--- config.mk ---
export PLATFORM = sky130hd
export DESIGN_NAME = request_queue_retry_timeout_unit
export DESIGN_NICKNAME = d
export VERILOG_FILES = /design/src/sv/rqrt_pkg.sv /design/src/sv/rqrt_queue_mem.sv /design/src/sv/rqrt_seq.sv /design/src/sv/request_queue_retry_timeout_unit.sv
export SDC_FILE = /design/constraint.sdc
export NUM_CORES = 1
export LEC_CHECK = 0
export ABC_CLOCK_PERIOD_IN_PS = 4530
export BUFFER_PORTS_ARGS = -buffer_cell sky130_fd_sc_hd__buf_2
export CORE_MARGIN = 4
export CORE_UTILIZATION = 50
export CTS_CLUSTER_SIZE = 30
export DETAILED_ROUTE_END_ITERATION = 7
export PLACE_DENSITY_LB_ADDON = 0.12
export SYNTH_ARGS = -nofsm -noshare
export SYNTH_HDL_FRONTEND = slang
export SYNTH_HIERARCHICAL = 1
export SYNTH_SLANG_ARGS = --single-unit
--- constraint.sdc ---
create_clock -name clk -period 4.53 [get_ports clk]
set_clock_uncertainty 0.1 [all_clocks]
set_input_delay 0.906 -clock clk [delete_from_list [all_inputs] [get_ports clk]]
set_output_delay 0.906 -clock clk [all_outputs]
set_load 0.1 [all_outputs]
--- src/sv/rqrt_pkg.sv ---
// Shared types, codes and sizes for the request queue retry/timeout unit.
// No dependencies.
package rqrt_pkg;

  localparam int QUEUE_DEPTH = 16;
  localparam int ID_BITS     = 8;
  localparam int IDX_W       = $clog2(QUEUE_DEPTH);
  localparam int CNT_W       = $clog2(QUEUE_DEPTH + 1);
  localparam int FUNC_W      = 2;
  localparam int KIND_W      = 2;
  localparam int ITEM_W      = 8;
  localparam int TIME_W      = 32;
  localparam int INTERVAL_W  = 16;
  localparam int ATTEMPT_W   = 8;
  localparam int CFG_ADDR_W  = 1;
  localparam int CFG_DATA_W  = 16;

  typedef logic [ID_BITS-1:0] id_t;
  typedef logic [IDX_W-1:0]   idx_t;
  typedef logic [CNT_W-1:0]   cnt_t;

  typedef enum logic [FUNC_W-1:0] {
    FUNC_SERVICE,
    FUNC_ENQUEUE,
    FUNC_RESPONSE,
    FUNC_CLEAR
  } func_t;

  typedef enum logic [KIND_W-1:0] {
    KIND_SEND,
    KIND_ANSWER,
    KIND_TIMEOUT,
    KIND_FULL
  } kind_t;

  typedef enum logic [2:0] {
    ST_IDLE,
    ST_FRONT_RD,
    ST_FRONT_EMIT,
    ST_SCAN,
    ST_ANS_EMIT,
    ST_FULL_EMIT,
    ST_SEND_RD,
    ST_SEND_EMIT
  } state_t;

  localparam logic [CFG_ADDR_W-1:0] REG_RETRY_INTERVAL = 1'b0;
  localparam logic [CFG_ADDR_W-1:0] REG_MAX_ATTEMPTS   = 1'b1;

  localparam logic [INTERVAL_W-1:0] RETRY_INTERVAL_RESET = 16'd500;
  localparam logic [ATTEMPT_W-1:0]  MAX_ATTEMPTS_RESET   = 8'd4;
  localparam logic [ATTEMPT_W-1:0]  ATTEMPT_MAX          = 8'hFF;

  typedef struct packed {
    logic we;
    idx_t waddr;
    id_t  wdata;
    idx_t raddr;
  } mem_req_t;

  typedef struct packed {
    logic  push;
    kind_t kind;
    id_t   item;
    logic  last;
  } evt_t;

endpackage

--- src/sv/rqrt_queue_mem.sv ---
// Pending-identifier queue storage: one write port, one registered read port.
// Depends on rqrt_pkg.
module rqrt_queue_mem (
  input  logic               clk,
  input  rqrt_pkg::mem_req_t req,
  output rqrt_pkg::id_t      rdata
);
  import rqrt_pkg::*;

  id_t mem [QUEUE_DEPTH];

  always_ff @(posedge clk) begin
    if (req.we) begin
      mem[req.waddr] <= req.wdata;
    end
    rdata <= mem[req.raddr];
  end

endmodule

--- src/sv/rqrt_seq.sv ---
// Sequencer for the retry/timeout unit: scan and compaction of the queue,
// retry timing, attempt counting and event generation. Depends on rqrt_pkg.
module rqrt_seq (
  input  logic                                 clk,
  input  logic                                 rst,
  input  logic                                 in_valid,
  output logic                                 in_ready,
  input  logic [rqrt_pkg::FUNC_W-1:0]          func,
  input  logic [rqrt_pkg::ITEM_W-1:0]          item_id,
  input  logic [rqrt_pkg::TIME_W-1:0]          now_ms,
  input  logic [rqrt_pkg::INTERVAL_W-1:0]      retry_interval,
  input  logic [rqrt_pkg::ATTEMPT_W-1:0]       max_attempts,
  input  logic                                 out_free,
  output rqrt_pkg::mem_req_t                   mem_req,
  input  rqrt_pkg::id_t                        mem_rdata,
  output rqrt_pkg::evt_t                       evt
);
  import rqrt_pkg::*;

  state_t                state, state_next;
  func_t                 op, op_next;
  id_t                   id_q, id_q_next;
  logic [TIME_W-1:0]     now_q, now_q_next;
  cnt_t                  count, count_next;
  logic [TIME_W-1:0]     sent_time, sent_time_next;
  logic [ATTEMPT_W-1:0]  attempt, attempt_next;
  logic                  found, found_next;
  cnt_t                  rd_ptr, rd_ptr_next;
  logic                  p_vld, p_vld_next;
  idx_t                  p_idx, p_idx_next;

  logic [TIME_W-1:0]     elapsed;
  logic                  due;
  logic                  give_up;
  cnt_t                  cnt_after;

  assign elapsed   = now_ms - sent_time;
  assign due       = (count != '0) && (elapsed >= TIME_W'(retry_interval));
  assign give_up   = attempt >= max_attempts;
  assign cnt_after = count - cnt_t'(found);

  always_ff @(posedge clk) begin
    if (rst) begin
      state     <= ST_IDLE;
      count     <= '0;
      sent_time <= '0;
      attempt   <= '0;
      found     <= 1'b0;
      rd_ptr    <= '0;
      p_vld     <= 1'b0;
    end else begin
      state     <= state_next;
      count     <= count_next;
      sent_time <= sent_time_next;
      attempt   <= attempt_next;
      found     <= found_next;
      rd_ptr    <= rd_ptr_next;
      p_vld     <= p_vld_next;
    end
    op    <= op_next;
    id_q  <= id_q_next;
    now_q <= now_q_next;
    p_idx <= p_idx_next;
  end

  always_comb begin
    state_next     = state;
    op_next        = op;
    id_q_next      = id_q;
    now_q_next     = now_q;
    count_next     = count;
    sent_time_next = sent_time;
    attempt_next   = attempt;
    found_next     = found;
    rd_ptr_next    = rd_ptr;
    p_vld_next     = p_vld;
    p_idx_next     = p_idx;
    mem_req        = '0;
    evt            = '0;
    in_ready       = (state == ST_IDLE);

    unique case (state)
      ST_IDLE: begin
        if (in_valid) begin
          op_next    = func_t'(func);
          id_q_next  = id_t'(item_id);
          now_q_next = now_ms;
          unique case (func_t'(func))
            FUNC_CLEAR: begin
              count_next     = '0;
              sent_time_next = '0;
              attempt_next   = '0;
            end
            FUNC_SERVICE: begin
              if (due) begin
                state_next = give_up ? ST_FRONT_RD : ST_SEND_RD;
              end
            end
            FUNC_ENQUEUE, FUNC_RESPONSE: begin
              rd_ptr_next = '0;
              p_vld_next  = 1'b0;
              found_next  = 1'b0;
              state_next  = ST_SCAN;
            end
          endcase
        end
      end
      ST_FRONT_RD: begin
        state_next = ST_FRONT_EMIT;
      end
      ST_FRONT_EMIT: begin
        if (out_free) begin
          evt.push    = 1'b1;
          evt.kind    = KIND_TIMEOUT;
          evt.item    = mem_rdata;
          evt.last    = (count == cnt_t'(1));
          // drop the front: compact from entry one onward
          rd_ptr_next = cnt_t'(1);
          p_vld_next  = 1'b0;
          found_next  = 1'b1;
          state_next  = ST_SCAN;
        end
      end
      ST_SCAN: begin
        if (rd_ptr < count) begin
          mem_req.raddr = rd_ptr[IDX_W-1:0];
          rd_ptr_next   = cnt_t'(rd_ptr + 1'b1);
          p_vld_next    = 1'b1;
          p_idx_next    = rd_ptr[IDX_W-1:0];
        end else begin
          p_vld_next = 1'b0;
        end
        if (p_vld) begin
          if (found) begin
            mem_req.we    = 1'b1;
            mem_req.waddr = idx_t'(p_idx - 1'b1);
            mem_req.wdata = mem_rdata;
          end else if (mem_rdata == id_q) begin
            found_next = 1'b1;
          end
        end else if (rd_ptr >= count) begin
          unique case (op)
            FUNC_SERVICE: begin
              count_next   = cnt_after;
              attempt_next = '0;
              state_next   = (cnt_after != '0) ? ST_SEND_RD : ST_IDLE;
            end
            FUNC_ENQUEUE: begin
              count_next = cnt_after;
              if (cnt_after >= cnt_t'(QUEUE_DEPTH)) begin
                state_next = ST_FULL_EMIT;
              end else begin
                mem_req.we    = 1'b1;
                mem_req.waddr = cnt_after[IDX_W-1:0];
                mem_req.wdata = id_q;
                count_next    = cnt_t'(cnt_after + 1'b1);
                if (cnt_after == '0) begin
                  attempt_next = '0;
                  state_next   = ST_SEND_RD;
                end else begin
                  state_next = ST_IDLE;
                end
              end
            end
            FUNC_RESPONSE: begin
              if (found) begin
                count_next   = cnt_after;
                attempt_next = '0;
                state_next   = ST_ANS_EMIT;
              end else begin
                state_next = ST_IDLE;
              end
            end
            FUNC_CLEAR: begin
              state_next = ST_IDLE;
            end
          endcase
        end
      end
      ST_ANS_EMIT: begin
        if (out_free) begin
          evt.push   = 1'b1;
          evt.kind   = KIND_ANSWER;
          evt.item   = id_q;
          evt.last   = (count == '0);
          state_next = (count != '0) ? ST_SEND_RD : ST_IDLE;
        end
      end
      ST_FULL_EMIT: begin
        if (out_free) begin
          evt.push   = 1'b1;
          evt.kind   = KIND_FULL;
          evt.item   = id_q;
          evt.last   = 1'b1;
          state_next = ST_IDLE;
        end
      end
      ST_SEND_RD: begin
        state_next = ST_SEND_EMIT;
      end
      ST_SEND_EMIT: begin
        if (out_free) begin
          evt.push       = 1'b1;
          evt.kind       = KIND_SEND;
          evt.item       = mem_rdata;
          evt.last       = 1'b1;
          sent_time_next = now_q;
          if (attempt != ATTEMPT_MAX) begin
            attempt_next = attempt + 1'b1;
          end
          state_next = ST_IDLE;
        end
      end
    endcase
  end

endmodule

--- src/sv/request_queue_retry_timeout_unit.sv ---
// Request queue with retry and timeout: one transaction in, up to two events out.
// A resend reads the front entry and emits it. An enqueue or response scans the queue,
// removes a matching entry and may then send; a give-up emits a timeout first.
// The scan walks one entry per cycle through the store's single read port.
// Registered output: stalls hold the FSM; input reopens while the last event waits.
// Synchronous reset empties the queue and loads interval 500 and max attempts 4.
module request_queue_retry_timeout_unit (
  input  logic                              clk,
  input  logic                              rst,
  input  logic                              in_valid,
  output logic                              in_ready,
  input  logic [rqrt_pkg::FUNC_W-1:0]       func,
  input  logic [rqrt_pkg::ITEM_W-1:0]       item_id,
  input  logic [rqrt_pkg::TIME_W-1:0]       now_ms,
  output logic                              out_valid,
  input  logic                              out_ready,
  output logic [rqrt_pkg::KIND_W-1:0]       event_kind,
  output logic [rqrt_pkg::ITEM_W-1:0]       event_item,
  output logic                              last_event,
  input  logic                              cfg_we,
  input  logic [rqrt_pkg::CFG_ADDR_W-1:0]   cfg_addr,
  input  logic [rqrt_pkg::CFG_DATA_W-1:0]   cfg_wdata
);
  import rqrt_pkg::*;

  logic [INTERVAL_W-1:0] retry_interval_ms;
  logic [ATTEMPT_W-1:0]  max_attempts;
  mem_req_t              mem_req;
  id_t                   mem_rdata;
  evt_t                  evt;
  logic                  out_free;

  assign out_free = !out_valid || out_ready;

  always_ff @(posedge clk) begin
    if (rst) begin
      retry_interval_ms <= RETRY_INTERVAL_RESET;
      max_attempts      <= MAX_ATTEMPTS_RESET;
    end else if (cfg_we) begin
      if (cfg_addr == REG_RETRY_INTERVAL) begin
        retry_interval_ms <= cfg_wdata[INTERVAL_W-1:0];
      end
      if (cfg_addr == REG_MAX_ATTEMPTS) begin
        max_attempts <= cfg_wdata[ATTEMPT_W-1:0];
      end
    end
  end

  always_ff @(posedge clk) begin
    if (rst) begin
      out_valid <= 1'b0;
    end else if (evt.push) begin
      out_valid <= 1'b1;
    end else if (out_ready) begin
      out_valid <= 1'b0;
    end
    if (evt.push) begin
      event_kind <= evt.kind;
      event_item <= ITEM_W'(evt.item);
      last_event <= evt.last;
    end
  end

  rqrt_queue_mem u_mem (
    .clk   (clk),
    .req   (mem_req),
    .rdata (mem_rdata)
  );

  rqrt_seq u_seq (
    .clk            (clk),
    .rst            (rst),
    .in_valid       (in_valid),
    .in_ready       (in_ready),
    .func           (func),
    .item_id        (item_id),
    .now_ms         (now_ms),
    .retry_interval (retry_interval_ms),
    .max_attempts   (max_attempts),
    .out_free       (out_free),
    .mem_req        (mem_req),
    .mem_rdata      (mem_rdata),
    .evt            (evt)
  );

endmodule

# Yosys cells after proc, flatten, opt, wreduce, memory -nomap -nowiden
# Memory sizes are Yosys's and may differ from the RTL's. A register that Yosys moved wholly into a read port is not among the register bits.
# Index checks and enable logic that the tools add are counted.
word_totals:
  ff_bits: 137
  ramBits: 128
  inputBits: 64
  wordCells: 162
  n_memories: 1
op_classes:
  add_sub_neg: 6
  n_lt_le_gt_ge: 5
  n_eq_ne: 34
  n_mux: 70
  bitwise: 1
  reduce_logical: 28
mem_list:
  columns: ["name", "words", "width", "rd", "rd_ports_with_merged_regs", "wr", "line", "source"]
  rows:
  - ["u_mem.mem", 16, 8, 1, 1, 1, "rqrt_queue_mem.sv:10", "id_t mem [QUEUE_DEPTH];"]
op_table:
  columns: ["operator", "count"]
  rows:
  - ["two-way mux 32 bit", 3]
  - ["two-way mux 8 bit", 9]
  - ["two-way mux 13 bit", 5]
  - ["one-hot mux 32 bit (2 select lines)", 1]
  - ["two-way mux 5 bit", 10]
  - ["two-way mux 12 bit", 4]
  - ["one-hot mux 12 bit (4 select lines)", 1]
  - ["one-hot mux 8 bit (3 select lines)", 2]
  - ["two-way mux 3 bit", 13]
  - ["greater-or-equal comparator 32 x 16 -> 1 bit", 1]
  - ["subtractor 32 bit", 1]
  - ["one-hot mux 5 bit (3 select lines)", 2]
  - ["one-hot mux 3 bit (7 select lines)", 1]
  - ["two-way mux 17 bit", 1]
  - ["!= test 2 x 1 -> 1 bit, second input constant", 7]
  - ["equality test 3 bit, second input constant", 4]
  - ["two-way mux 1 bit", 12]
  - ["one-hot mux 3 bit (4 select lines)", 1]
  - ["AND reduction 11 bit", 1]
  - ["adder 5 x 1 -> 5 bit, second input constant", 2]
  - ["logical NOT 5 bit", 2]
  - ["!= test 2 bit, second input constant", 5]
  - ["one-hot mux 5 bit (2 select lines)", 1]
  - ["AND reduction 5 bit", 2]
  - ["35 further kinds", 53]

# Logic depth before layout (Yosys ltp)
# Gate-level depths: netlist (run 1).
logic_depth:
  depth_word: 9
  mapped_depth: 20
  ltp_nobuf: 20

# By module
# Netlist (run 1), hierarchy kept.
modules_own_cells:
  columns: ["module", "instances", "cells_per_inst", "area_per_inst_um2", "seq_area_each_um2"]
  rows:
  - ["rqrt_seq", 1, 939, 7567.3, 2482.4]
  - ["rqrt_queue_mem", 1, 229, 5147.4, 4003.8]
  - ["request_queue_retry_timeout_unit", 1, 117, 1377.6, 830.8]

# Worst setup path after synthesis (run 1)
# OpenSTA, ideal clock, no wires.
synth_path:
  kind: "input port to flip-flop"
  from: "input port now_ms[3] (netlist name)"
  to: "register u_seq.state[2]"
  setup_ns: 0.128
  arrival_time_ns: 4.483
  slack_ns: -0.182
  path_stages: 16
  path_cell_list: "ha_1 and2_1 a221oi_1 a21oi_1 o21ai_0 o21ai_0 xor2_1 ha_1 a221o_1 or4_4 nor3_2 nand4_1 nor4_2 nand4_1 nor3_1 o22ai_1"
synth_between:
  elab_chain_len: 5
synth_lines:
  columns: ["element", "line", "source"]
  rows:
  - ["start, declared", "request_queue_retry_timeout_unit.sv:14", "input logic [rqrt_pkg::TIME_W-1:0] now_ms,"]
  - ["subtractor 32 bit", "rqrt_seq.sv:37", "assign elapsed = now_ms - sent_time;"]
  - ["greater-or-equal comparator 32 x 16 -> 1 bit", "rqrt_seq.sv:38", "assign due = (count != '0) && (elapsed >= TIME_W'(retry_interval));"]
  - ["logical AND 1 bit", "rqrt_seq.sv:38", null]
  - ["!= test 3 x 2 -> 1 bit (no line)", null, null]
  - ["AND reduction 8 bit (no line)", null, null]
  - ["end signal, assigned", "rqrt_seq.sv:52", "state <= state_next;"]
  - ["end, declared", "rqrt_seq.sv:20", "state_t state, state_next;"]
# Every way passes these cells.
# A chain may end at the register's enable or synchronous reset.

# Worst setup path after layout (run 1)
layout_path:
  from: "input port now_ms[0] (netlist name)"
  to: "register u_seq.state[2]"
# The elaborated chain is that of the path after synthesis.

==> results of run 1 <==
## layout make-up
type / instances / area, um^2
sequential: 273 / 7320
timing repair buffer: 163 / 1030
tap: 378 / 473
fill: 2383 / 11500
clock buffer: 41 / 832
multi-input combinational: 864 / 6160
inverter: 89 / 339
clock inverter: 15 / 136
## per-stage QoR
stage	util [%]	cell area (um^2)	total power, mW
CTS	58.6	16300	7.29
finish	58.6	16300	7.23
global route	58.6	16300	7.59
detailed placement	55.1	15300	4.95
floorplan	-	14100	4.45
global placement	55.1	15300	4.93
## path summary, 6_finish.rpt
check	to	slack, ns	start
setup reg to reg	u_seq/state[2]	0.50	u_seq/sent_time[0]
hold reg to reg	u_seq/sent_time[17]	0.35	u_seq/sent_time[17]
hold / removal	u_seq/sent_time[17]	0.35	u_seq/sent_time[17]
setup / recovery	u_seq/state[2]	0.32	now_ms[0]
## state kept, by name, summed over array words and instances (netlist names)
| register | cells |
|---|---|
| u_mem/mem | 128 |
| u_seq/sent_time | 32 |
| u_seq/now_q | 32 |
| retry_interval_ms | 16 |
| u_mem/rdata | 8 |
| u_seq/rd_ptr | 5 |
| event_kind | 2 |
| event_item | 8 |
| u_seq/p_vld | 1 |
| out_valid | 1 |
| u_seq/count | 5 |
| max_attempts | 8 |
| u_seq/found | 1 |
| u_seq/attempt | 8 |
| u_seq/state | 3 |
| last_event | 1 |
| u_seq/p_idx | 4 |
| u_seq/id_q | 8 |
| u_seq/op | 2 |
## cells by family after synthesis
logic type	after synthesis	share of synthesized area [%]
flip-flops	273	51.9
AO/OA/AOI/OAI	284	12.7
adder cells (fa/ha/maj)	71	6.36
XOR/XNOR	43	2.78
buffers and inverters	148	4.58
AND/OR/NAND/NOR	416	14.9
multiplexers	50	6.77
## synth_stat cells (all sizes together) (25+ instances only)
master / count
a21oi: 96
a22oi: 25
clkbuf: 34
dfxtp: 88
edfxtp: 185
ha: 70
inv: 89
mux4: 32
nand2: 122
nand2b: 29
nand3: 55
nor2: 79
nor3: 25
o21ai: 61
xnor2: 27
## tightest hold or removal path: stages (launching register included)
cell and delay (ns):
sky130_fd_sc_hd__dfxtp_1 0.30, sky130_fd_sc_hd__nand2_1 0.05, sky130_fd_sc_hd__a21oi_1 0.05
## layer usage
metal  global-route usage, %  share of wire, %  routed length [um]
met5                       0                 0                   0
met4                    4.55               1.9                 635
met3                    2.54               3.7                1240
met2                    40.6                52               17600
met1                    27.6                42               14200
## power breakdown
| part | total (mW) | internal, mW | switching (mW) |
|---|---|---|---|
| sequential | 3.00 | 2.90 | 0.0948 |
| clock | 2.32 | 1.35 | 0.974 |
| combinational | 1.91 | 0.546 | 1.37 |
| total | 7.23 | 4.80 | 2.43 |
## repair_timing
item                                    in CTS  in global routing
endpoints found under the setup margin       0                  3
gates resized for setup                      0                  2
endpoints found under the hold margin        0                  0
==> impl_summary.log, run 1 <==
[metrics] proportion of synthesized chip area in sequential cells: 51.9%
[metrics] Net Count, Synth: 1,420
[metrics] ratio of routed vias to standard cells: 5.59
[metrics] number of enable-type register cells in the synthesized netlist: 185
[metrics] pin count of the biggest net entering global routing: 50
[metrics] TritonCTS clock tree: built
[metrics] Top FF cell, synth: sky130_fd_sc_hd__edfxtp_1
[metrics] reported leakage power: 6.04 nW
[metrics] worst-case clock buffer depth: 3
[metrics] slowest stage cell on the critical path: sky130_fd_sc_hd__or4_4
[metrics] cell count after synthesis: 1,285
[metrics] CP endpoint kind: register
[metrics] HPWL Detailed: 24,100 um
[metrics] wire length per cell: 18.5 um
[metrics] Clock Latency Late Sink: 0.57 ns
[metrics] largest delay contributor family on the critical path: simple AND/OR/NAND/NOR gates
[metrics] Final Hold Viols: 0
[metrics] Syn. warnings: 6
[metrics] RSZ-0062 raised after global routing: no
[metrics] min Tclk post-route: 4.21 ns
[metrics] Hold Buf Count CTS: 0
[metrics] final clock period utilization by the worst path: 92.8%
[metrics] number of placement rows: 61
[metrics] number of DRC violations after detailed routing: 0
[metrics] Root Buffer: sky130_fd_sc_hd__clkbuf_16
[metrics] number of maximum-capacitance violations: 0
[metrics] arrival time of the worst setup path: 4.51 ns
[metrics] crit path buf inv count: 2
[metrics] max-slew headroom at the worst pin: 37.2%
[metrics] area of the die: 30,900 um^2
[metrics] depth of the critical timing path with buffers and inverters included: 20
[metrics] antenna violations before repair: 0
[metrics] overall overflow remaining after global route: 0
[metrics] clock slew seen by the registers of the worst setup and hold paths: 0.06 ns
[metrics] Num CTS Buffers: 30
[metrics] die boundary height: 176 um
[metrics] # diodes: 0
[metrics] most common library cell in the layout ignoring fill and taps: sky130_fd_sc_hd__edfxtp_1
[metrics] Clock H-tree levels: 1
[metrics] total standard cell area after synthesis: 14,100 um^2
[metrics] vias: 10,200
[metrics] Worst Path Max Fanout: 2
[metrics] peak supply drop: 0.337 mV
[metrics] number of stages on the worst hold path: 2
[metrics] per-instance average area after synthesis: 11.0 um^2
[metrics] final-report setup violation count: 0
[metrics] Port-buffer cells: 76
[metrics] largest stage delay on the critical path: 0.48 ns
[metrics] Pre-Repair DR Iteration Count: 6
[metrics] overall routed net length: 33,700 um
[metrics] required time of the critical path: 4.84 ns
[metrics] Placed Instances: 1,767
[metrics] path category of the worst min-delay check: reg2reg
[metrics] power per standard cell area: 444 nW/um^2
[metrics] Initial Utilization: 50.7%
[metrics] number of distinct standard cells referenced by the synthesized netlist: 83
[metrics] sum of negative setup slack: 0 ns
[metrics] placeable core region: 27,800 um^2
[metrics] total count of max-transition violations in the final report: 0
[metrics] final net count: 1,556
[metrics] P&R area growth vs syn: 15.6%
[metrics] setup ws final: 0.325 ns
[metrics] number of I/O pins: 77
[metrics] proportion of layout cells with a drive suffix above 1: 17.7%
[metrics] GPL Wtd Cong: 0.908
[metrics] number of global-route vias before repair: 10,200
[metrics] most frequent cells in the layout: 185 x sky130_fd_sc_hd__edfxtp_1, 120 x sky130_fd_sc_hd__nand2_1, 94 x sky130_fd_sc_hd__a21oi_1
[metrics] total track usage: 21.9%
[metrics] number of DRC markers in iteration 0: 746
[metrics] largest area contributor in the synthesized netlist: sky130_fd_sc_hd__edfxtp_1
[metrics] run status: completed
[metrics] worst r2r path cells: 18
[metrics] startpoint class of the critical path: primary input
[metrics] number of synthesized register bits: 273
[metrics] Synth area leaders: sky130_fd_sc_hd__edfxtp_1 39%, sky130_fd_sc_hd__dfxtp_1 13%, sky130_fd_sc_hd__ha_1 6.2%
[metrics] worst slack, placed: -0.408 ns
[metrics] maximum frequency from static timing analysis: 238 MHz
[metrics] floorplan die width: 176 um
[metrics] post-route worst hold slack: 0.348 ns
[metrics] post-route antenna net violation count: 0
[metrics] Worst-Margin Slew: 0.935 ns
[metrics] count of buffers added by post-CTS timing repair for setup: 0
[metrics] share of flip-flops with an asynchronous set or reset after synthesis: 0%
[metrics] count of non-filler cells in the finished layout: 1,823
[metrics] cell breakdown of the critical path: buf_2 -> inv_1 -> ha_1 -> fa_1 -> nand2b_1 -> a21oi_2 -> nand2b_1 -> nand4_1 -> a21oi_1 -> nor2_1 -> xnor2_1 -> ha_1 -> a221o_1 -> or4_4 -> nor3_2 -> nand4_1 -> nor4_2 -> nand4_1 -> nor3_1 -> o22ai_1
[metrics] wire length of the first global-routing pass: 54,200 um
[metrics] critical path type: in2reg
[metrics] clock sink count: 273
[metrics] Worst path most repeated cell: sky130_fd_sc_hd__nand4_1
[metrics] Yosys top cell area share: 39.4%
No activity file was read; power rests on OpenSTA's default activity.
==> run 2, diff against run 1 <==
CELL_PAD_IN_SITES_DETAIL_PLACEMENT = 0   (was not set)
CELL_PAD_IN_SITES_GLOBAL_PLACEMENT = 1   (was not set)
CORE_UTILIZATION = 45   (was 50)
==> run 2 against run 1 <==
  * Global-route usage shrank 2.0 points
  * Non-clock buffer count grew 6
  * Flip-flop and latch count is the same
  * Register-to-register slack lost 0.10 ns
  * Clock power shrank 6%
  * Setup slack lost 0.092 ns
  * Combinational power is essentially flat
  * Routed wire length grew 2.3%
  * Critical path depth is the same
  * Cell count grew 1.2%
  * First-iteration DRC count shrank 4.8%
  * Critical endpoint unchanged
  * Highest routed layer unchanged
==> impl_summary.log, run 2 (synthesis gave the netlist of run 1 again) <==
[metrics] run status: completed
[metrics] total count of max-transition violations in the final report: 0 (unchanged)
[metrics] number of global-route vias before repair: 10,100 (-0.37%)
[metrics] Clock Latency Late Sink: 0.57 ns (about the same)
[metrics] proportion of layout cells with a drive suffix above 1: 17.5% (-0.17 points)
[metrics] most frequent cells in the layout: 185 x sky130_fd_sc_hd__edfxtp_1, 120 x sky130_fd_sc_hd__nand2_1, 94 x sky130_fd_sc_hd__a21oi_1
[metrics] number of DRC markers in iteration 0: 710 (-4.8%)
[metrics] placeable core region: 30,700 um^2 (+11%)
[metrics] number of DRC violations after detailed routing: 0 (unchanged)
[metrics] RR Endpoint: u_seq/state[2]
[metrics] CP Launch Point: now_ms[0]
[metrics] depth of the critical timing path with buffers and inverters included: 20 (unchanged)
[metrics] total track usage: 19.8% (-2.0 points)
[metrics] final net count: 1,561 (+0.32%)
[metrics] arrival time of the worst setup path: 4.62 ns (+0.11 ns)
[metrics] clock sink count: 273 (unchanged)
[metrics] Clock H-tree levels: 1 (unchanged)
[metrics] overall routed net length: 34,500 um (+2.3%)
[metrics] HPWL Detailed: 25,000 um (+3.9%)
[metrics] required time of the critical path: 4.85 ns (about the same)
[metrics] Worst Path Max Fanout: 2 (unchanged)
[metrics] Hold Buf Count CTS: 0 (unchanged)
[metrics] TritonCTS clock tree: built
[metrics] flip-flop count of the largest register after layout: 128 (unchanged)
[metrics] worst slack, placed: -0.456 ns (-0.0485 ns)
[metrics] P&R area growth vs syn: 15.6% (about the same)
[metrics] Num CTS Buffers: 29 (-3.3%)
[metrics] biggest regs: u_mem/mem: 128 flops, u_seq/now_q: 32 flops, u_seq/sent_time: 32 flops
[metrics] reported leakage power: 6.02 nW (-0.31%)
[metrics] Worst path most repeated cell: sky130_fd_sc_hd__nand4_1
[metrics] critical path type: in2reg
[metrics] crit path buf inv count: 2 (unchanged)
[metrics] Biggest register: u_mem/mem
[metrics] maximum frequency from static timing analysis: 233 MHz (-2.1%)
[metrics] peak supply drop: 0.314 mV (-7.1%)
[metrics] vias: 10,200 (-0.41%)
[metrics] number of placement rows: 64 (+4.9%)
[metrics] wire length per cell: 18.7 um (+1.1%)
[metrics] min Tclk post-route: 4.30 ns (+0.0919 ns)
[metrics] # diodes: 0 (unchanged)
[metrics] top metal layer carrying routed signals: met4
[metrics] post-route antenna net violation count: 0 (unchanged)
[metrics] max-slew headroom at the worst pin: 31.2% (-6.0 points)
[metrics] critical path capture point: u_seq/state[2]
[metrics] met3 wirelength from detailed routing: 1350 um (+8.3%)
[metrics] RSZ-0062 raised after global routing: no
[metrics] largest delay contributor family on the critical path: simple AND/OR/NAND/NOR gates
[metrics] worst r2r path cells: 17 (-1)
[metrics] path category of the worst min-delay check: reg2reg
[metrics] ratio of routed vias to standard cells: 5.50 (-1.5%)
[metrics] Final Hold Viols: 0 (unchanged)
[metrics] clock slew seen by the registers of the worst setup and hold paths: 0.06 ns (about the same)
[metrics] startpoint class of the critical path: primary input
[metrics] r2r setup slk: 0.40 ns (-0.10 ns)
[metrics] slowest stage cell on the critical path: sky130_fd_sc_hd__or4_4
[metrics] die boundary height: 185 um (+5.2%)
[metrics] Root Buffer: sky130_fd_sc_hd__clkbuf_16
[metrics] post-route worst hold slack: 0.348 ns (+0.000117 ns)
[metrics] CP endpoint kind: register
[metrics] met1 routed wirelength after detailed routing: 14,800 um (+3.6%)
[metrics] final-report setup violation count: 0 (unchanged)
[metrics] number of I/O pins: 77 (unchanged)
[metrics] floorplan die width: 185 um (+5.2%)
[metrics] critical register-to-register path startpoint: u_seq/sent_time[8]
[metrics] pin count of the biggest net entering global routing: 53 (+6.0%)
[metrics] metal2 WL: 17,300 um (-1.7%)
[metrics] cell breakdown of the critical path: buf_2 -> inv_1 -> ha_1 -> fa_2 -> nand2b_4 -> a21oi_2 -> nand2b_1 -> nand4_1 -> a21oi_1 -> nor2_1 -> xnor2_1 -> ha_1 -> a221o_1 -> or4_4 -> nor3_2 -> nand4_1 -> nor4_2 -> nand4_1 -> nor3_2 -> o22ai_1
[metrics] largest stage delay on the critical path: 0.48 ns (about the same)
[metrics] Worst-Margin Slew: 1.02 ns (+0.0891 ns)
[metrics] hold path startpoint: u_seq/sent_time[17]
[metrics] overall overflow remaining after global route: 0 (unchanged)
[metrics] area of the die: 34,200 um^2 (+11%)
[metrics] Port-buffer cells: 76 (unchanged)
[metrics] most common library cell in the layout ignoring fill and taps: sky130_fd_sc_hd__edfxtp_1
[metrics] worst-case clock buffer depth: 3 (unchanged)
[metrics] antenna violations before repair: 0 (unchanged)
[metrics] final clock period utilization by the worst path: 94.9% (+2.0 points)
[metrics] Pre-Repair DR Iteration Count: 5 (-1)
[metrics] power per standard cell area: 435 nW/um^2 (-2.0%)
[metrics] post-layout total power: 7.09 mW (-2.0%)
[metrics] Initial Utilization: 45.8% (-4.9 points)
[metrics] wire length of the first global-routing pass: 54,200 um (about the same)
[metrics] setup ws final: 0.233 ns (-0.0919 ns)
[metrics] number of maximum-capacitance violations: 0 (unchanged)
[metrics] GPL Wtd Cong: 0.891 (-1.9%)
==> run 2: changes by cell type in the layout (fill, tap and decap cells not counted), sizes merged <==
cell      delta
bufinv       -1
clkinv       -3
clkbuf       +1
buf          +6
inv          +1
clkinvlp     -1
==> run 2: through the flow <==
step	TNS, ns	util [%]	std cells	cell area [um^2]
after global placement	-0.975	50.1	1790	15400
final	0	53.0	1844	16300
after CTS	0	52.9	1843	16300
after global routing	0	53.0	1844	16300
after detailed placement	-1.28	50.1	1790	15400
after floorplan	0	-	1285	14100
==> run 2: layout make-up <==
class / count / area (um^2)
Clock inverter: 11 / 70.1
Tap cell: 396 / 495
Fill cell: 2796 / 14500
Multi-Input combinational cell: 864 / 6170
Inverter: 89 / 339
Timing Repair Buffer: 169 / 1100
Clock buffer: 42 / 795
Sequential cell: 273 / 7320
==> run 2: worst reg2reg max path, cell delays in order, from the launching register on <==
cell and delay (ns):
sky130_fd_sc_hd__dfxtp_1 0.32, sky130_fd_sc_hd__inv_1 0.04, sky130_fd_sc_hd__ha_1 0.34, sky130_fd_sc_hd__nand3_1 0.12, sky130_fd_sc_hd__o32a_1 0.38, sky130_fd_sc_hd__nand2_1 0.10, sky130_fd_sc_hd__o21ai_1 0.09, sky130_fd_sc_hd__o21ai_0 0.19
sky130_fd_sc_hd__xor2_1 0.17, sky130_fd_sc_hd__ha_1 0.26, sky130_fd_sc_hd__a221o_1 0.32, sky130_fd_sc_hd__or4_4 0.48, sky130_fd_sc_hd__nor3_2 0.16, sky130_fd_sc_hd__nand4_1 0.15, sky130_fd_sc_hd__nor4_2 0.30, sky130_fd_sc_hd__nand4_1 0.20
sky130_fd_sc_hd__nor3_2 0.19, sky130_fd_sc_hd__o22ai_1 0.09
==> run 2: how the worst min path moves through the flow <==
stage,endpoint,slack [ns],cells after the start
finish,u_seq/sent_time[17],0.35,2
global route,u_seq/sent_time[5],0.37,2
CTS,u_seq/sent_time[17],0.35,2
detailed placement,u_seq/sent_time[12],0.34,2
global placement,u_seq/sent_time[28],0.34,2
floorplan,u_seq/sent_time[10],0.33,2
==> run 2: power by group <==
part	internal [mW]	leakage, nW	total, mW	switching [mW]
registers	2.90	2.52	3.00	0.0980
clock network	1.22	0.420	2.17	0.955
logic	0.552	3.08	1.92	1.36
total	4.67	6.02	7.09	2.42
==> run 2: layer usage <==
metal / vias to the layer above / global-route usage (%)
li1: 5020 / -
met1: 4858 / 25.1
met2: 209 / 35.5
met3: 64 / 2.59
met4: 0 / 5.99
met5: - / 0
==> run 2: repair_timing <==
| item | in CTS | in global routing |
|---|---|---|
| resized for setup | 0 | 5 |
| buffers inserted | 0 | 1 |
| endpoints found under the setup margin | 0 | 3 |
==> run 3, diff against run 2 <==
ABC_AREA = 1   (was not set)
CORE_UTILIZATION = 42   (was 45)
==> run 3 against run 2 <==
  * Cell area is 3.4% higher
  * Synthesized cell count is 44% higher
  * Non-clock buffer count is 61 lower
  * Clock-buffer cell count is 3 lower
  * Via count is 17% higher
  * Cell count is 32% higher
  * Sequential power is 7.0% higher
  * First-iteration DRC count is 8.6% lower
  * Area after synthesis is 6.0% higher
  * Critical endpoint is now u_mem/mem[12][7]
  * Largest power group is now combinational logic
==> impl_summary.log, run 3 <==
[metrics] total count of max-transition violations in the final report: 0 (unchanged)
[metrics] total track usage: 20.0% (+0.12 points)
[metrics] critical register-to-register path startpoint: u_seq/count[0]
[metrics] max-slew headroom at the worst pin: 29.5% (-1.7 points)
[metrics] number of placement rows: 68 (+6.3%)
[metrics] Syn. warnings: 6 (unchanged)
[metrics] post-route antenna net violation count: 0 (unchanged)
[metrics] reported leakage power: 7.88 nW (+31%)
[metrics] most common library cell in the layout ignoring fill and taps: sky130_fd_sc_hd__nand2_1
[metrics] Clock Latency Late Sink: 0.58 ns (about the same)
[metrics] Worst Path Max Fanout: 12 (+10)
[metrics] proportion of layout cells with a drive suffix above 1: 10.0% (-7.5 points)
[metrics] post-layout total power: 9.87 mW (+39%)
[metrics] pin count of the biggest net entering global routing: 65 (+23%)
[metrics] power per standard cell area: 586 nW/um^2 (+35%)
[metrics] depth of the critical timing path with buffers and inverters included: 11 (-45%)
[metrics] Synth area leaders: sky130_fd_sc_hd__edfxtp_1 37%, sky130_fd_sc_hd__nand2_1 13%, sky130_fd_sc_hd__dfxtp_1 12%
[metrics] Port-buffer cells: 76 (unchanged)
[metrics] share of flip-flops with an asynchronous set or reset after synthesis: 0% (unchanged)
[metrics] CP Launch Point: u_seq/count[0]
[metrics] commonest cells in the synthesized netlist: 505 x sky130_fd_sc_hd__nand2_1, 362 x sky130_fd_sc_hd__inv_1, 185 x sky130_fd_sc_hd__edfxtp_1
[metrics] RR Endpoint: u_mem/mem[12][7]
[metrics] wire length of the first global-routing pass: 62,000 um (+14%)
[metrics] largest stage delay on the critical path: 0.67 ns (+0.19 ns)
[metrics] Net Count, Synth: 1,987 (+40%)
[metrics] ratio of routed vias to standard cells: 4.90 (-11%)
[metrics] slowest stage cell on the critical path: sky130_fd_sc_hd__nor2_1
[metrics] path category of the worst min-delay check: reg2reg
[metrics] biggest regs: u_mem/mem: 128 flops, u_seq/now_q: 32 flops, u_seq/sent_time: 32 flops
[metrics] required time of the critical path: 4.62 ns (-0.23 ns)
[metrics] critical path type: reg2reg
[metrics] number of I/O pins: 77 (unchanged)
[metrics] worst-case clock buffer depth: 3 (unchanged)
[metrics] number of DRC markers in iteration 0: 649 (-8.6%)
[metrics] Top FF cell, synth: sky130_fd_sc_hd__edfxtp_1
[metrics] sum of negative setup slack: 0 ns (unchanged)
[metrics] min Tclk post-route: 3.96 ns (-0.338 ns)
[metrics] clock sink count: 273 (unchanged)
[metrics] # diodes: 0 (unchanged)
[metrics] total standard cell area after synthesis: 14,900 um^2 (+6.0%)
[metrics] number of maximum-capacitance violations: 0 (unchanged)
[metrics] area of the die: 38,700 um^2 (+13%)
[metrics] cell breakdown of the critical path: inv_1 -> ha_1 -> ha_1 -> nand2_2 -> xor2_2 -> inv_1 -> nor2_1 -> nand3_1 -> o22ai_1 -> nand3_1 -> nor2_1
[metrics] worst r2r path cells: 11 (-6)
[metrics] Num CTS Buffers: 31 (+6.9%)
[metrics] count of buffers added by post-CTS timing repair for setup: 0 (unchanged)
[metrics] TritonCTS clock tree: built
[metrics] CP endpoint kind: register
[metrics] HPWL Detailed: 28,000 um (+12%)
[metrics] Yosys top cell area share: 37.2% (-2.2 points)
[metrics] startpoint class of the critical path: register
[metrics] antenna violations before repair: 0 (unchanged)
[metrics] arrival time of the worst setup path: 4.05 ns (-0.57 ns)
[metrics] P&R area growth vs syn: 12.7%
[metrics] maximum frequency from static timing analysis: 253 MHz (+8.5%)
[metrics] number of distinct standard cells referenced by the synthesized netlist: 49 (-41%)
[metrics] number of DRC violations after detailed routing: 0 (unchanged)
[metrics] final net count: 2,082 (+33%)
[metrics] number of global-route vias before repair: 11,600 (+14%)
[metrics] cell count after synthesis: 1,852 (+44%)
[metrics] Worst-Margin Slew: 1.05 ns (+0.0308 ns)
[metrics] RSZ-0062 raised after global routing: no
[metrics] most used standard cell by instance count after synthesis: sky130_fd_sc_hd__nand2_1
[metrics] largest area contributor in the synthesized netlist: sky130_fd_sc_hd__edfxtp_1
[metrics] summed area of non-filler cells in the final layout: 16,800 um^2 (+3.4%)
[metrics] Biggest register: u_mem/mem
[metrics] peak supply drop: 0.327 mV (+4.3%)
[metrics] number of enable-type register cells in the synthesized netlist: 185 (unchanged)
[metrics] number of synthesized register bits: 273 (unchanged)
[metrics] most frequent cells in the layout: 504 x sky130_fd_sc_hd__nand2_1, 362 x sky130_fd_sc_hd__inv_1, 185 x sky130_fd_sc_hd__edfxtp_1
[metrics] proportion of synthesized chip area in sequential cells: 49.0% (-3.0 points)
[metrics] Initial Utilization: 42.9% (-2.9 points)
[metrics] FILL cells: 3,379 (+21%)
[metrics] clock slew seen by the registers of the worst setup and hold paths: 0.06 ns (about the same)
[metrics] vias: 11,900 (+17%)
[metrics] wire length per cell: 15.9 um (-15%)
[metrics] die boundary height: 197 um (+6.3%)
[metrics] run status: completed
[metrics] final-report setup violation count: 0 (unchanged)
[metrics] Pre-Repair DR Iteration Count: 5 (unchanged)
[metrics] final clock period utilization by the worst path: 87.4% (-7.5 points)
[metrics] overall overflow remaining after global route: 0 (unchanged)
[metrics] floorplan die width: 197 um (+6.3%)
[metrics] critical path capture point: u_mem/mem[12][7]
[metrics] flip-flop count of the largest register after layout: 128 (unchanged)
[metrics] Root Buffer: sky130_fd_sc_hd__clkbuf_16
[metrics] r2r setup slk: 0.57 ns (+0.17 ns)
[metrics] per-instance average area after synthesis: 8.07 um^2 (-26%)
[metrics] placeable core region: 34,800 um^2 (+13%)
[metrics] dpl cell area: 15,900 um^2 (+3.1%)
[metrics] number of stages on the worst hold path: 2 (unchanged)
[metrics] GPL Wtd Cong: 0.873 (-1.9%)
[metrics] Hold Buf Count CTS: 0 (unchanged)
[metrics] largest delay contributor family on the critical path: simple AND/OR/NAND/NOR gates
[metrics] crit path buf inv count: 2 (unchanged)
[metrics] Clock H-tree levels: 1 (unchanged)
[metrics] overall routed net length: 38,600 um (+12%)
[metrics] Final Hold Viols: 0 (unchanged)
[metrics] post-cts gate resize count: 0 (unchanged)
-- run 3: cell count changes in the layout (fill, tap and decap cells not counted), moves of 21 or more --
| cell | before | now |
|---|---|---|
| sky130_fd_sc_hd__nand2_1 | 120 | 504 |
| sky130_fd_sc_hd__inv_1 | 88 | 362 |
| sky130_fd_sc_hd__nand3_1 | 55 | 166 |
| sky130_fd_sc_hd__nor2_1 | 78 | 138 |
| sky130_fd_sc_hd__buf_4 | 91 | 32 |
| sky130_fd_sc_hd__a211oi_1 | 3 | 34 |
| sky130_fd_sc_hd__o21ai_0 | 54 | 25 |
| sky130_fd_sc_hd__nand2b_1 | 28 | 0 |
| sky130_fd_sc_hd__a22oi_1 | 24 | 0 |
| sky130_fd_sc_hd__xnor2_1 | 25 | 4 |
-- run 3: how the worst min path moves through the flow --
| stage | startpoint | endpoint | slack (ns) |
|---|---|---|---|
| floorplan | retry_interval_ms[2] | retry_interval_ms[2] | 0.33 |
| global placement | u_seq/sent_time[17] | u_seq/sent_time[17] | 0.35 |
| detailed placement | retry_interval_ms[6] | retry_interval_ms[6] | 0.35 |
| CTS | item_id[2] | u_seq/id_q[2] | 0.36 |
| global route | item_id[2] | u_seq/id_q[2] | 0.38 |
| finish | u_seq/sent_time[30] | u_seq/sent_time[30] | 0.37 |
-- run 3: area by class of cell --
type,instances,area (um^2),share of cell area (%)
Clock buffer,39,816,4.84
Sequential cell,273,7320,43.5
Multi-Input combinational cell,1161,5970,35.4
Tap cell,455,569,3.38
Timing Repair Buffer,108,621,3.69
Clock inverter,18,150,0.892
Inverter,372,1400,8.31
-- run 3: where the power goes --
group | total (mW) | internal, mW | switching, mW
sequential | 3.21 | 3.06 | 0.146
clock | 2.37 | 1.34 | 1.03
combinational | 4.29 | 1.30 | 2.99
-- run 3: logic make-up (layout without fill, tap and decap cells) --
family | after synthesis | count (layout) | share of synthesized area, %
xor gates and xnor gates | 20 | 20 | 1.22
adders and majority gates | 71 | 71 | 6.00
DFF | 273 | 273 | 49.0
buffers and inverters | 418 | 537 | 11.2
AOI/OAI and AO/OA | 184 | 184 | 7.37
and+or+nand+nor | 886 | 886 | 25.2
-- run 3: per-stage QoR --
| stage | cells | hold WS [ns] | utilization (%) | worst slack [ns] |
|---|---|---|---|---|
| global placement | 2369 | 0.352 | 45.6 | 0.530 |
| global route | 2426 | 0.376 | 48.4 | 0.282 |
| CTS | 2426 | 0.365 | 48.4 | 0.586 |
| detailed placement | 2369 | 0.353 | 45.6 | 0.487 |
| finish | 2426 | 0.367 | 48.4 | 0.571 |
| floorplan | 1852 | 0.329 | - | 0.639 |
-- run 3: worst register-to-register path: cells and delay by family (launching register included) --
family                     cells  cell delay [ns]
and+or+nand+nor                5             1.81
AOI/OAI and AO/OA              1             0.47
adders and majority gates      2             0.45
DFF                            1             0.36
buffers and inverters          2             0.21
xor gates and xnor gates       1             0.18
-- run 3: per-layer routing --
metal  vias to the layer above  track usage (%)  share of wire [%]
met5                         -                0                  0
li1                       6148                -                  -
met3                        65             2.31                3.6
met4                         0             6.39                2.9
met1                      5447             26.6                 45
met2                       227             34.3                 48
